### src/design/tpa_pkg.sv
`timescale 1ns / 1ps
// ----------------------------------------------------------------------------
// tpa_pkg
// Shared types, constants and helpers for the touch press autorepeat block.
// ----------------------------------------------------------------------------
package tpa_pkg;

   localparam int ScreenWidthDefault  = 480;
   localparam int ScreenHeightDefault = 320;

   localparam int RawWidth      = 12;
   localparam int ProdWidth     = 2 * RawWidth;
   localparam int SpanWidth     = RawWidth + 1;
   localparam int TimeWidth     = 32;
   localparam int PageWidth     = 8;
   localparam int CoordWidth    = 16;
   localparam int DelayWidth    = 16;
   localparam int CsrDataWidth  = 16;
   localparam int CsrIndexWidth = 3;
   localparam int DivSteps      = ProdWidth;
   localparam int DivCntWidth   = $clog2(DivSteps);
   localparam int QueueDepth    = 2;

   localparam logic [CsrIndexWidth-1:0] RegSwapXy        = 3'd0;
   localparam logic [CsrIndexWidth-1:0] RegCalXLow       = 3'd1;
   localparam logic [CsrIndexWidth-1:0] RegCalXHigh      = 3'd2;
   localparam logic [CsrIndexWidth-1:0] RegCalYLow       = 3'd3;
   localparam logic [CsrIndexWidth-1:0] RegCalYHigh      = 3'd4;
   localparam logic [CsrIndexWidth-1:0] RegHoldDelayMs   = 3'd5;
   localparam logic [CsrIndexWidth-1:0] RegRepeatPeriod  = 3'd6;
   localparam logic [CsrIndexWidth-1:0] RegRepeatRadius  = 3'd7;

   typedef struct packed {
      logic [ProdWidth-1:0] prod;
      logic [RawWidth-1:0]  divisor;
      logic                 neg;
      logic                 zero;
   } tpa_axis_type;

   typedef struct packed {
      logic                 touched;
      logic [RawWidth-1:0]  raw_z;
      logic [TimeWidth-1:0] now_ms;
      logic [PageWidth-1:0] page_id;
      logic                 switching;
      tpa_axis_type         ax;
      tpa_axis_type         ay;
   } tpa_item_type;

   typedef struct packed {
      logic                swap_xy;
      logic [RawWidth-1:0] cal_x_low;
      logic [RawWidth-1:0] cal_x_high;
      logic [RawWidth-1:0] cal_y_low;
      logic [RawWidth-1:0] cal_y_high;
   } tpa_cal_type;

   typedef struct packed {
      logic [DelayWidth-1:0] hold_delay_ms;
      logic [DelayWidth-1:0] repeat_period_ms;
      logic [RawWidth-1:0]   repeat_radius;
   } tpa_rpt_type;

   typedef enum logic [1:0] {
      ST_IDLE,
      ST_DIV,
      ST_SAT,
      ST_EMIT
   } tpa_state_type;

   // quotient magnitude plus sign to int16 with saturation; zero span gives 0
   function automatic logic signed [CoordWidth-1:0] saturate(
      input logic [ProdWidth-1:0] q,
      input logic                 neg,
      input logic                 zero
   );
      logic signed [CoordWidth-1:0] r;
      if (zero) begin
         r = '0;
      end else if (neg) begin
         if (q > ProdWidth'(32768)) begin
            r = 16'sh8000;
         end else begin
            r = CoordWidth'(~q[CoordWidth-1:0] + 16'd1);
         end
      end else begin
         if (q > ProdWidth'(32767)) begin
            r = 16'sh7FFF;
         end else begin
            r = q[CoordWidth-1:0];
         end
      end
      return r;
   endfunction

endpackage

### src/design/tpa_front.sv
`timescale 1ns / 1ps
// ----------------------------------------------------------------------------
// tpa_front
// Accepts samples, picks axes and forms the calibration products.
// ----------------------------------------------------------------------------
module tpa_front #(
   parameter int SCREEN_WIDTH  = tpa_pkg::ScreenWidthDefault,
   parameter int SCREEN_HEIGHT = tpa_pkg::ScreenHeightDefault
) (
   input  logic                               req_valid,
   output logic                               req_ready,
   input  logic                               req_touched,
   input  logic [tpa_pkg::RawWidth-1:0]       req_raw_x,
   input  logic [tpa_pkg::RawWidth-1:0]       req_raw_y,
   input  logic [tpa_pkg::RawWidth-1:0]       req_raw_z,
   input  logic [tpa_pkg::TimeWidth-1:0]      req_now_ms,
   input  logic [tpa_pkg::PageWidth-1:0]      req_page_id,
   input  logic                               req_switching,
   input  tpa_pkg::tpa_cal_type               cal,
   input  logic                               q_full,
   output logic                               q_push,
   output tpa_pkg::tpa_item_type              q_item
);

   localparam logic [tpa_pkg::RawWidth-1:0] LastX = tpa_pkg::RawWidth'(SCREEN_WIDTH - 1);
   localparam logic [tpa_pkg::RawWidth-1:0] LastY = tpa_pkg::RawWidth'(SCREEN_HEIGHT - 1);

   function automatic tpa_pkg::tpa_axis_type scale_prep(
      input logic [tpa_pkg::RawWidth-1:0] raw,
      input logic [tpa_pkg::RawWidth-1:0] lo,
      input logic [tpa_pkg::RawWidth-1:0] hi,
      input logic [tpa_pkg::RawWidth-1:0] last
   );
      logic [tpa_pkg::SpanWidth-1:0] num;
      logic [tpa_pkg::SpanWidth-1:0] span;
      logic [tpa_pkg::SpanWidth-1:0] num_n;
      logic [tpa_pkg::SpanWidth-1:0] span_n;
      logic [tpa_pkg::RawWidth-1:0]  num_mag;
      tpa_pkg::tpa_axis_type         a;
      num     = {1'b0, raw} - {1'b0, lo};
      span    = {1'b0, hi} - {1'b0, lo};
      num_n   = -num;
      span_n  = -span;
      num_mag = num[tpa_pkg::SpanWidth-1] ? num_n[tpa_pkg::RawWidth-1:0]
                                          : num[tpa_pkg::RawWidth-1:0];
      a.divisor = span[tpa_pkg::SpanWidth-1] ? span_n[tpa_pkg::RawWidth-1:0]
                                             : span[tpa_pkg::RawWidth-1:0];
      a.prod = {{tpa_pkg::RawWidth{1'b0}}, num_mag} * {{tpa_pkg::RawWidth{1'b0}}, last};
      a.neg  = num[tpa_pkg::SpanWidth-1] ^ span[tpa_pkg::SpanWidth-1];
      a.zero = (span == '0);
      return a;
   endfunction

   logic [tpa_pkg::RawWidth-1:0] raw_a;
   logic [tpa_pkg::RawWidth-1:0] raw_b;

   assign req_ready = !q_full;
   assign q_push    = req_valid && !q_full;
   assign raw_a     = cal.swap_xy ? req_raw_y : req_raw_x;
   assign raw_b     = cal.swap_xy ? req_raw_x : req_raw_y;

   always_comb begin
      q_item.touched   = req_touched;
      q_item.raw_z     = req_raw_z;
      q_item.now_ms    = req_now_ms;
      q_item.page_id   = req_page_id;
      q_item.switching = req_switching;
      q_item.ax        = scale_prep(raw_a, cal.cal_x_low, cal.cal_x_high, LastX);
      q_item.ay        = scale_prep(raw_b, cal.cal_y_low, cal.cal_y_high, LastY);
   end

endmodule

### src/design/tpa_queue.sv
`timescale 1ns / 1ps
// ----------------------------------------------------------------------------
// tpa_queue
// Short word queue between the front and back parts.
// ----------------------------------------------------------------------------
module tpa_queue (
   input  logic                  clock,
   input  logic                  reset,
   input  logic                  push,
   input  tpa_pkg::tpa_item_type push_item,
   output logic                  full,
   input  logic                  pop,
   output logic                  not_empty,
   output tpa_pkg::tpa_item_type pop_item
);

   localparam int PtrWidth = $clog2(tpa_pkg::QueueDepth);
   localparam int CntWidth = $clog2(tpa_pkg::QueueDepth + 1);

   tpa_pkg::tpa_item_type mem_ff [tpa_pkg::QueueDepth];
   logic [PtrWidth-1:0]   wr_ptr_ff, wr_ptr_in;
   logic [PtrWidth-1:0]   rd_ptr_ff, rd_ptr_in;
   logic [CntWidth-1:0]   count_ff, count_in;
   logic                  do_push;
   logic                  do_pop;

   assign full      = (count_ff == CntWidth'(tpa_pkg::QueueDepth));
   assign not_empty = (count_ff != '0);
   assign do_push   = push && !full;
   assign do_pop    = pop && not_empty;
   assign pop_item  = mem_ff[rd_ptr_ff];

   always_comb begin
      wr_ptr_in = wr_ptr_ff;
      rd_ptr_in = rd_ptr_ff;
      count_in  = count_ff;
      if (do_push) begin
         wr_ptr_in = (wr_ptr_ff == PtrWidth'(tpa_pkg::QueueDepth - 1)) ? '0
                                                                      : wr_ptr_ff + 1'b1;
      end
      if (do_pop) begin
         rd_ptr_in = (rd_ptr_ff == PtrWidth'(tpa_pkg::QueueDepth - 1)) ? '0
                                                                      : rd_ptr_ff + 1'b1;
      end
      if (do_push && !do_pop) begin
         count_in = count_ff + 1'b1;
      end else if (do_pop && !do_push) begin
         count_in = count_ff - 1'b1;
      end
   end

   always_ff @(posedge clock) begin
      if (reset) begin
         wr_ptr_ff <= '0;
         rd_ptr_ff <= '0;
         count_ff  <= '0;
      end else begin
         wr_ptr_ff <= wr_ptr_in;
         rd_ptr_ff <= rd_ptr_in;
         count_ff  <= count_in;
      end
   end

   always_ff @(posedge clock) begin
      if (do_push) begin
         mem_ff[wr_ptr_ff] <= push_item;
      end
   end

endmodule

### src/design/tpa_back.sv
`timescale 1ns / 1ps
// ----------------------------------------------------------------------------
// tpa_back
// Serial division of both axes, press and repeat decision, result register.
// ----------------------------------------------------------------------------
module tpa_back (
   input  logic                                clock,
   input  logic                                reset,
   input  logic                                q_not_empty,
   input  tpa_pkg::tpa_item_type               q_item,
   output logic                                q_pop,
   input  tpa_pkg::tpa_rpt_type                rpt,
   output logic                                rsp_valid,
   input  logic                                rsp_ready,
   output logic                                rsp_fire,
   output logic                                rsp_is_repeat,
   output logic signed [tpa_pkg::CoordWidth-1:0] rsp_press_x,
   output logic signed [tpa_pkg::CoordWidth-1:0] rsp_press_y,
   output logic [tpa_pkg::RawWidth-1:0]        rsp_press_z
);

   localparam int Pw = tpa_pkg::ProdWidth;
   localparam int Rw = tpa_pkg::RawWidth;
   localparam int Cw = tpa_pkg::CoordWidth;

   // one restoring division step: {remainder, shifted dividend/quotient}
   function automatic logic [Rw+Pw-1:0] div_step(
      input logic [Pw-1:0] dq,
      input logic [Rw-1:0] rem,
      input logic [Rw-1:0] dv
   );
      logic [Rw:0]   t;
      logic [Rw:0]   d;
      logic          ge;
      logic [Rw-1:0] r;
      t  = {rem, dq[Pw-1]};
      d  = t - {1'b0, dv};
      ge = (t >= {1'b0, dv});
      r  = ge ? d[Rw-1:0] : t[Rw-1:0];
      return {r, dq[Pw-2:0], ge};
   endfunction

   tpa_pkg::tpa_state_type       state_ff, state_in;
   tpa_pkg::tpa_item_type        item_ff, item_in;
   logic [Pw-1:0]                dq_x_ff, dq_x_in, dq_y_ff, dq_y_in;
   logic [Rw-1:0]                rem_x_ff, rem_x_in, rem_y_ff, rem_y_in;
   logic [tpa_pkg::DivCntWidth-1:0] cnt_ff, cnt_in;
   logic signed [Cw-1:0]         px_ff, px_in, py_ff, py_in;

   logic                         was_down_ff, was_down_in;
   logic signed [Cw-1:0]         down_x_ff, down_x_in, down_y_ff, down_y_in;
   logic [tpa_pkg::TimeWidth-1:0] down_time_ff, down_time_in;
   logic [tpa_pkg::TimeWidth-1:0] last_fire_ff, last_fire_in;
   logic [tpa_pkg::PageWidth-1:0] down_page_ff, down_page_in;

   logic                         out_valid_ff, out_valid_in;
   logic                         out_fire_ff, out_fire_in;
   logic                         out_rep_ff, out_rep_in;
   logic signed [Cw-1:0]         out_x_ff, out_x_in, out_y_ff, out_y_in;
   logic [Rw-1:0]                out_z_ff, out_z_in;

   logic [Rw+Pw-1:0]             step_x, step_y;
   logic [Cw:0]                  diff_x, diff_y, adiff_x, adiff_y;
   logic [tpa_pkg::TimeWidth-1:0] held, since_fire;
   logic                         rpt_ok;

   assign step_x     = div_step(dq_x_ff, rem_x_ff, item_ff.ax.divisor);
   assign step_y     = div_step(dq_y_ff, rem_y_ff, item_ff.ay.divisor);
   assign diff_x     = {px_ff[Cw-1], px_ff} - {down_x_ff[Cw-1], down_x_ff};
   assign diff_y     = {py_ff[Cw-1], py_ff} - {down_y_ff[Cw-1], down_y_ff};
   assign adiff_x    = diff_x[Cw] ? -diff_x : diff_x;
   assign adiff_y    = diff_y[Cw] ? -diff_y : diff_y;
   assign held       = item_ff.now_ms - down_time_ff;
   assign since_fire = item_ff.now_ms - last_fire_ff;
   assign rpt_ok     = (held >= {16'd0, rpt.hold_delay_ms})
                    && (since_fire >= {16'd0, rpt.repeat_period_ms})
                    && (adiff_x <= {5'd0, rpt.repeat_radius})
                    && (adiff_y <= {5'd0, rpt.repeat_radius});

   always_comb begin
      state_in     = state_ff;
      item_in      = item_ff;
      dq_x_in      = dq_x_ff;
      dq_y_in      = dq_y_ff;
      rem_x_in     = rem_x_ff;
      rem_y_in     = rem_y_ff;
      cnt_in       = cnt_ff;
      px_in        = px_ff;
      py_in        = py_ff;
      was_down_in  = was_down_ff;
      down_x_in    = down_x_ff;
      down_y_in    = down_y_ff;
      down_time_in = down_time_ff;
      last_fire_in = last_fire_ff;
      down_page_in = down_page_ff;
      out_valid_in = out_valid_ff && !rsp_ready;
      out_fire_in  = out_fire_ff;
      out_rep_in   = out_rep_ff;
      out_x_in     = out_x_ff;
      out_y_in     = out_y_ff;
      out_z_in     = out_z_ff;
      q_pop        = 1'b0;
      case (state_ff)
         tpa_pkg::ST_IDLE: begin
            if (q_not_empty) begin
               q_pop    = 1'b1;
               item_in  = q_item;
               dq_x_in  = q_item.ax.prod;
               dq_y_in  = q_item.ay.prod;
               rem_x_in = '0;
               rem_y_in = '0;
               cnt_in   = '0;
               state_in = tpa_pkg::ST_DIV;
            end
         end
         tpa_pkg::ST_DIV: begin
            {rem_x_in, dq_x_in} = step_x;
            {rem_y_in, dq_y_in} = step_y;
            cnt_in = cnt_ff + 1'b1;
            if (cnt_ff == tpa_pkg::DivCntWidth'(tpa_pkg::DivSteps - 1)) begin
               state_in = tpa_pkg::ST_SAT;
            end
         end
         tpa_pkg::ST_SAT: begin
            px_in    = tpa_pkg::saturate(dq_x_ff, item_ff.ax.neg, item_ff.ax.zero);
            py_in    = tpa_pkg::saturate(dq_y_ff, item_ff.ay.neg, item_ff.ay.zero);
            state_in = tpa_pkg::ST_EMIT;
         end
         tpa_pkg::ST_EMIT: begin
            if (!out_valid_ff || rsp_ready) begin
               out_valid_in = 1'b1;
               out_fire_in  = 1'b0;
               out_rep_in   = 1'b0;
               out_x_in     = '0;
               out_y_in     = '0;
               out_z_in     = '0;
               if (item_ff.touched) begin
                  if (!was_down_ff) begin
                     down_x_in    = px_ff;
                     down_y_in    = py_ff;
                     down_time_in = item_ff.now_ms;
                     last_fire_in = item_ff.now_ms;
                     down_page_in = item_ff.page_id;
                     if (!item_ff.switching) begin
                        out_fire_in = 1'b1;
                        out_x_in    = px_ff;
                        out_y_in    = py_ff;
                        out_z_in    = item_ff.raw_z;
                     end
                  end else if (!item_ff.switching && item_ff.page_id == down_page_ff
                               && rpt_ok) begin
                     last_fire_in = item_ff.now_ms;
                     out_fire_in  = 1'b1;
                     out_rep_in   = 1'b1;
                     out_x_in     = down_x_ff;
                     out_y_in     = down_y_ff;
                  end
               end
               was_down_in = item_ff.touched;
               state_in    = tpa_pkg::ST_IDLE;
            end
         end
         default: begin
            state_in = tpa_pkg::ST_IDLE;
         end
      endcase
   end

   always_ff @(posedge clock) begin
      if (reset) begin
         state_ff     <= tpa_pkg::ST_IDLE;
         out_valid_ff <= 1'b0;
         was_down_ff  <= 1'b0;
         down_x_ff    <= '0;
         down_y_ff    <= '0;
         down_time_ff <= '0;
         last_fire_ff <= '0;
         down_page_ff <= '0;
      end else begin
         state_ff     <= state_in;
         out_valid_ff <= out_valid_in;
         was_down_ff  <= was_down_in;
         down_x_ff    <= down_x_in;
         down_y_ff    <= down_y_in;
         down_time_ff <= down_time_in;
         last_fire_ff <= last_fire_in;
         down_page_ff <= down_page_in;
      end
   end

   always_ff @(posedge clock) begin
      item_ff     <= item_in;
      dq_x_ff     <= dq_x_in;
      dq_y_ff     <= dq_y_in;
      rem_x_ff    <= rem_x_in;
      rem_y_ff    <= rem_y_in;
      cnt_ff      <= cnt_in;
      px_ff       <= px_in;
      py_ff       <= py_in;
      out_fire_ff <= out_fire_in;
      out_rep_ff  <= out_rep_in;
      out_x_ff    <= out_x_in;
      out_y_ff    <= out_y_in;
      out_z_ff    <= out_z_in;
   end

   assign rsp_valid     = out_valid_ff;
   assign rsp_fire      = out_fire_ff;
   assign rsp_is_repeat = out_rep_ff;
   assign rsp_press_x   = out_x_ff;
   assign rsp_press_y   = out_y_ff;
   assign rsp_press_z   = out_z_ff;

endmodule

### src/design/touch_press_edge_autorepeat.sv
`timescale 1ns / 1ps
// ----------------------------------------------------------------------------
// touch_press_edge_autorepeat
// Touch sample to press events with edge detect and hold auto-repeat.
//
//   channel | direction | handshake           | word
//   req_    | in        | req_valid/req_ready | one touch sample
//   rsp_    | out       | rsp_valid/rsp_ready | one press result per sample
//   csr_    | in        | csr_we              | register index and data
//
// A sample enters the two-word queue the cycle it is accepted. The back part
// takes one word at a time: pop, 24 restoring divide steps (one divider per
// axis, both running in parallel), saturate, then decide and load the result
// register once it is free or being read out; only then is the next word popped.
// Synchronous reset clears control and press history, sets register defaults.
// Either side may stall; the queue and result register decouple them.
// ----------------------------------------------------------------------------
module touch_press_edge_autorepeat #(
   parameter int SCREEN_WIDTH  = tpa_pkg::ScreenWidthDefault,
   parameter int SCREEN_HEIGHT = tpa_pkg::ScreenHeightDefault
) (
   input  logic                                    clock,
   input  logic                                    reset,
   input  logic                                    req_valid,
   output logic                                    req_ready,
   input  logic                                    req_touched,
   input  logic [tpa_pkg::RawWidth-1:0]            req_raw_x,
   input  logic [tpa_pkg::RawWidth-1:0]            req_raw_y,
   input  logic [tpa_pkg::RawWidth-1:0]            req_raw_z,
   input  logic [tpa_pkg::TimeWidth-1:0]           req_now_ms,
   input  logic [tpa_pkg::PageWidth-1:0]           req_page_id,
   input  logic                                    req_switching,
   output logic                                    rsp_valid,
   input  logic                                    rsp_ready,
   output logic                                    rsp_fire,
   output logic                                    rsp_is_repeat,
   output logic signed [tpa_pkg::CoordWidth-1:0]   rsp_press_x,
   output logic signed [tpa_pkg::CoordWidth-1:0]   rsp_press_y,
   output logic [tpa_pkg::RawWidth-1:0]            rsp_press_z,
   input  logic                                    csr_we,
   input  logic [tpa_pkg::CsrIndexWidth-1:0]       csr_index,
   input  logic [tpa_pkg::CsrDataWidth-1:0]        csr_wdata
);

   tpa_pkg::tpa_cal_type  cal_ff, cal_in;
   tpa_pkg::tpa_rpt_type  rpt_ff, rpt_in;
   tpa_pkg::tpa_item_type push_item;
   tpa_pkg::tpa_item_type pop_item;
   logic                  q_full;
   logic                  q_push;
   logic                  q_pop;
   logic                  q_not_empty;

   always_comb begin
      cal_in = cal_ff;
      rpt_in = rpt_ff;
      if (csr_we) begin
         case (csr_index)
            tpa_pkg::RegSwapXy:       cal_in.swap_xy          = csr_wdata[0];
            tpa_pkg::RegCalXLow:      cal_in.cal_x_low        = csr_wdata[11:0];
            tpa_pkg::RegCalXHigh:     cal_in.cal_x_high       = csr_wdata[11:0];
            tpa_pkg::RegCalYLow:      cal_in.cal_y_low        = csr_wdata[11:0];
            tpa_pkg::RegCalYHigh:     cal_in.cal_y_high       = csr_wdata[11:0];
            tpa_pkg::RegHoldDelayMs:  rpt_in.hold_delay_ms    = csr_wdata;
            tpa_pkg::RegRepeatPeriod: rpt_in.repeat_period_ms = csr_wdata;
            tpa_pkg::RegRepeatRadius: rpt_in.repeat_radius    = csr_wdata[11:0];
            default: begin
            end
         endcase
      end
   end

   always_ff @(posedge clock) begin
      if (reset) begin
         cal_ff.swap_xy          <= 1'b0;
         cal_ff.cal_x_low        <= 12'd0;
         cal_ff.cal_x_high       <= 12'd4095;
         cal_ff.cal_y_low        <= 12'd0;
         cal_ff.cal_y_high       <= 12'd4095;
         rpt_ff.hold_delay_ms    <= 16'd500;
         rpt_ff.repeat_period_ms <= 16'd150;
         rpt_ff.repeat_radius    <= 12'd20;
      end else begin
         cal_ff <= cal_in;
         rpt_ff <= rpt_in;
      end
   end

   tpa_front #(
      .SCREEN_WIDTH  (SCREEN_WIDTH),
      .SCREEN_HEIGHT (SCREEN_HEIGHT)
   ) u_front (
      .req_valid     (req_valid),
      .req_ready     (req_ready),
      .req_touched   (req_touched),
      .req_raw_x     (req_raw_x),
      .req_raw_y     (req_raw_y),
      .req_raw_z     (req_raw_z),
      .req_now_ms    (req_now_ms),
      .req_page_id   (req_page_id),
      .req_switching (req_switching),
      .cal           (cal_ff),
      .q_full        (q_full),
      .q_push        (q_push),
      .q_item        (push_item)
   );

   tpa_queue u_queue (
      .clock     (clock),
      .reset     (reset),
      .push      (q_push),
      .push_item (push_item),
      .full      (q_full),
      .pop       (q_pop),
      .not_empty (q_not_empty),
      .pop_item  (pop_item)
   );

   tpa_back u_back (
      .clock         (clock),
      .reset         (reset),
      .q_not_empty   (q_not_empty),
      .q_item        (pop_item),
      .q_pop         (q_pop),
      .rpt           (rpt_ff),
      .rsp_valid     (rsp_valid),
      .rsp_ready     (rsp_ready),
      .rsp_fire      (rsp_fire),
      .rsp_is_repeat (rsp_is_repeat),
      .rsp_press_x   (rsp_press_x),
      .rsp_press_y   (rsp_press_y),
      .rsp_press_z   (rsp_press_z)
   );

   a_no_fire_zero: assert property (@(posedge clock) disable iff (reset)
      rsp_valid && !rsp_fire |-> !rsp_is_repeat && rsp_press_x == '0
                                 && rsp_press_y == '0 && rsp_press_z == '0)
      else $error("non-firing word carries payload");

   a_repeat_no_z: assert property (@(posedge clock) disable iff (reset)
      rsp_valid && rsp_is_repeat |-> rsp_fire && rsp_press_z == '0)
      else $error("repeat word with pressure or without fire");

   a_reset_idle: assert property (@(posedge clock)
      reset |=> !rsp_valid && !q_not_empty)
      else $error("result or queue word present after reset");

endmodule

### config.mk
export PLATFORM = sky130hd
export DESIGN_NAME = touch_press_edge_autorepeat
export DESIGN_NICKNAME = d
export VERILOG_FILES = /design/src/design/tpa_pkg.sv /design/src/design/tpa_front.sv /design/src/design/tpa_queue.sv /design/src/design/tpa_back.sv /design/src/design/touch_press_edge_autorepeat.sv
export SDC_FILE = /design/constraint.sdc
export NUM_CORES = 2
export LEC_CHECK = 0
export ABC_AREA = 1
export BUFFER_PORTS_ARGS = -buffer_cell sky130_fd_sc_hd__buf_4
export CELL_PAD_IN_SITES_DETAIL_PLACEMENT = 0
export CELL_PAD_IN_SITES_GLOBAL_PLACEMENT = 1
export CORE_UTILIZATION = 50
export DETAILED_ROUTE_END_ITERATION = 8
export PLACE_DENSITY = 0.88
export SYNTH_ARGS = -nofsm -noshare
export SYNTH_HDL_FRONTEND = slang
export SYNTH_SLANG_ARGS = --single-unit
export TNS_END_PERCENT = 1
### constraint.sdc
create_clock -name clock -period 21.8 [get_ports clock]
set_input_delay 0 -clock clock [delete_from_list [all_inputs] [get_ports clock]]
set_output_delay 0 -clock clock [all_outputs]
set_load 0.01 [all_outputs]
==> qor.yml <==
crit_type: "reg -> reg"
hpwlAfterDp_mm: 80.3
ys.warnings.count: 0
cpPeakStageDelay_ns: 0.79
worst_slew_pin_slew_ns: 1.11
ys_seq_elements: 691
numCtsBuffers: 75
synthFlopType: "edfxtp_1"
postCtsSetupRepairBufs: 0
routed_via_density: 5.23
grt_max_degree: 117
setup_viol: 0
start_util: 0.504
ys_async_sr_fraction: 0
fin_skew_ns: 0.0503
drc: 0
path_buf_inv: 3
synthCells: 4975
status: "complete, no violations"
syn_avg_cell_area_um2: 8.62
critPathMaxFanout: 42
hp-class: "in -> reg"
grt_pass1_vias: 31700
layout_commonest_cell: "nand2_1"
cts.repair.resized: 0
die_w_um: 295
synth_top_cell_by_area: "edfxtp_1"
area_growth_pct: 13.3
start_kind: "flop"
gp_congestion: 0.917
layout_common_cells: "nand2_1, inv_1, edfxtp_1"
synth_nets: 5501
drt_iter0_drc: 2248
cp-end-kind: "flop"
dr.pass1.iters: 6
clock_latency_ns: 0.65
syn_area_mm2: 0.0429
finalHoldViolCount: 0
drive_gt1_frac: 0.0752
cts_tree: "yes"
grt.overflow.total: 0
cpMostUsedCell: "a21oi_1"
grt_antenna_before_repair: 6
cp.arrival_ns: 8.89
relSlewSlack: 0.259
cts.sink_count: 691
routed_wl_mm: 108
cts_root_buf: "clkbuf_16"
post_drt_wl_per_cell_um: 17.0
die_y_um: 295
die-area_mm2: 0.0869
min_period_ns: 8.52
critical_path.top_delay_family: "compound AO/OA/AOI/OAI gates"
clkSlewWorstSetupHoldPaths_ns: 0.06
crit_required_ns: 22.17
fillers: 7600
synth.top_cells.by_area: "edfxtp_1, dfxtp_1, ha_1, nand2_1, inv_1"
setup-tns-final_ns: 0
io_buffers: 149
fmax_ghz: 0.117
grt_util_all_layers: 0.249
grt_pass1_wl_mm: 170
seq_area_mm2: 0.0187
maxSlewViolCount: 0
cap_viol_max_count: 0
num_vias: 33400
coreArea_mm2: 0.0850
h-tree-depth: 3
fin_nets: 5708
ios: 150
rsz0062_at_grt: "false"
ys_types: 50
final_antenna_net_count: 0
post-route-period-util: 0.391
synth_top_area_share: 0.340
multi_input_area_mm2: 0.0206
row_count: 107
synth_enable_flop_cells: 485
synth.yosys.seq_area_share: 0.436
crit_slowest_cell: "a21oi_1"
clockBufferDepth: 3
==> kinds of logic after synthesis <==
| family | share of synthesized area |
|---|---|
| xor gates and xnor gates | 0.0390 |
| and+or+nand+nor | 0.170 |
| adders and majority gates | 0.141 |
| buffers and inverters | 0.0848 |
| AOI/OAI and AO/OA | 0.108 |
| DFF | 0.436 |
| muxes | 0.0215 |
==> cell usage after synthesis (all sizes together), types with 2 or more instances <==
cell	instances
a21o	9
edfxtp	485
ha	327
buf	35
clkbuf	90
dfxtp	206
o221ai	2
nand4	47
a31oi	5
o21a	2
and2	7
o22ai	20
mux2	81
nand3b	26
a211oi	11
a21boi	3
xnor2	56
xor2	134
o21bai	12
nand2	973
a21oi	464
nand3	251
or2	7
nor3b	3
a22oi	28
inv	826
fa	97
o21ai	302
nor4	6
nor3	44
nor2	392
clkinv	3
o211ai	16
==> cell type report <==
type / instances / share of cell area
inverter: 829 / 0.0641
tap: 1144 / 0.0295
sequential: 691 / 0.385
clock inverter: 37 / 0.0123
clock buffer: 100 / 0.0416
antenna: 1 / 0.0000515
multi-input combinational: 3330 / 0.424
timing repair buffer: 255 / 0.0436
==> tightest hold or removal path, delay by kind of cell <==
kind / cells / cell delay (ns)
buf+inv: 1 / 0.12
simple gates: 4 / 0.52
==> flip-flops by register name, summed over array words and instances (netlist names), 24 cells and up, named ones only <==
register and flops:
u_back.dq_x_ff 24, rpt_ff 44, u_back.last_fire_ff 32, u_back.down_time_ff 32, u_back.dq_y_ff 24, u_back.item_ff 82
cal_ff 49, u_queue.mem_ff 248
==> per-stage QoR <==
stage               utilization  worst slack [ns]  std cells  hold WS (ns)  area, um2
finish                    0.572             13.28       6387        0.0632      48600
global route              0.572             12.26       6387        0.0771      48600
global placement          0.531             13.43       6167         0.185      45100
CTS                       0.572             13.20       6386        0.0323      48600
detailed placement        0.531             13.20       6167         0.188      45100
floorplan                     -             14.19       4975        0.0691      42900
==> routing by layer <==
| layer | track usage | wire, um |
|---|---|---|
| met1 | 0.351 | 50300 |
| met2 | 0.394 | 48600 |
| met3 | 0.0346 | 6410 |
| met4 | 0.0798 | 3170 |
| met5 | 0 | 0 |
==> final timing paths <==
check,slack [ns],startpoint,depth (start not counted),end
worst max-delay path,13.28,cal_ff[48],32,u_queue.mem_ff[0][67]
worst min-delay path,0.06,csr_we,5,cal_ff[4]
worst max register to register,13.28,cal_ff[48],32,u_queue.mem_ff[0][67]
worst min register to register,0.45,u_queue.rd_ptr_ff,1,flop
==> timing repair <==
action,in CTS,in global routing
hold buffers,82,0
endpoints found under the hold margin,204,0
setup endpoints to repair,0,0
Power is left out: the tool's default activity adds up to more than one toggle a clock period on the data nets, which glitch-free logic cannot reach.
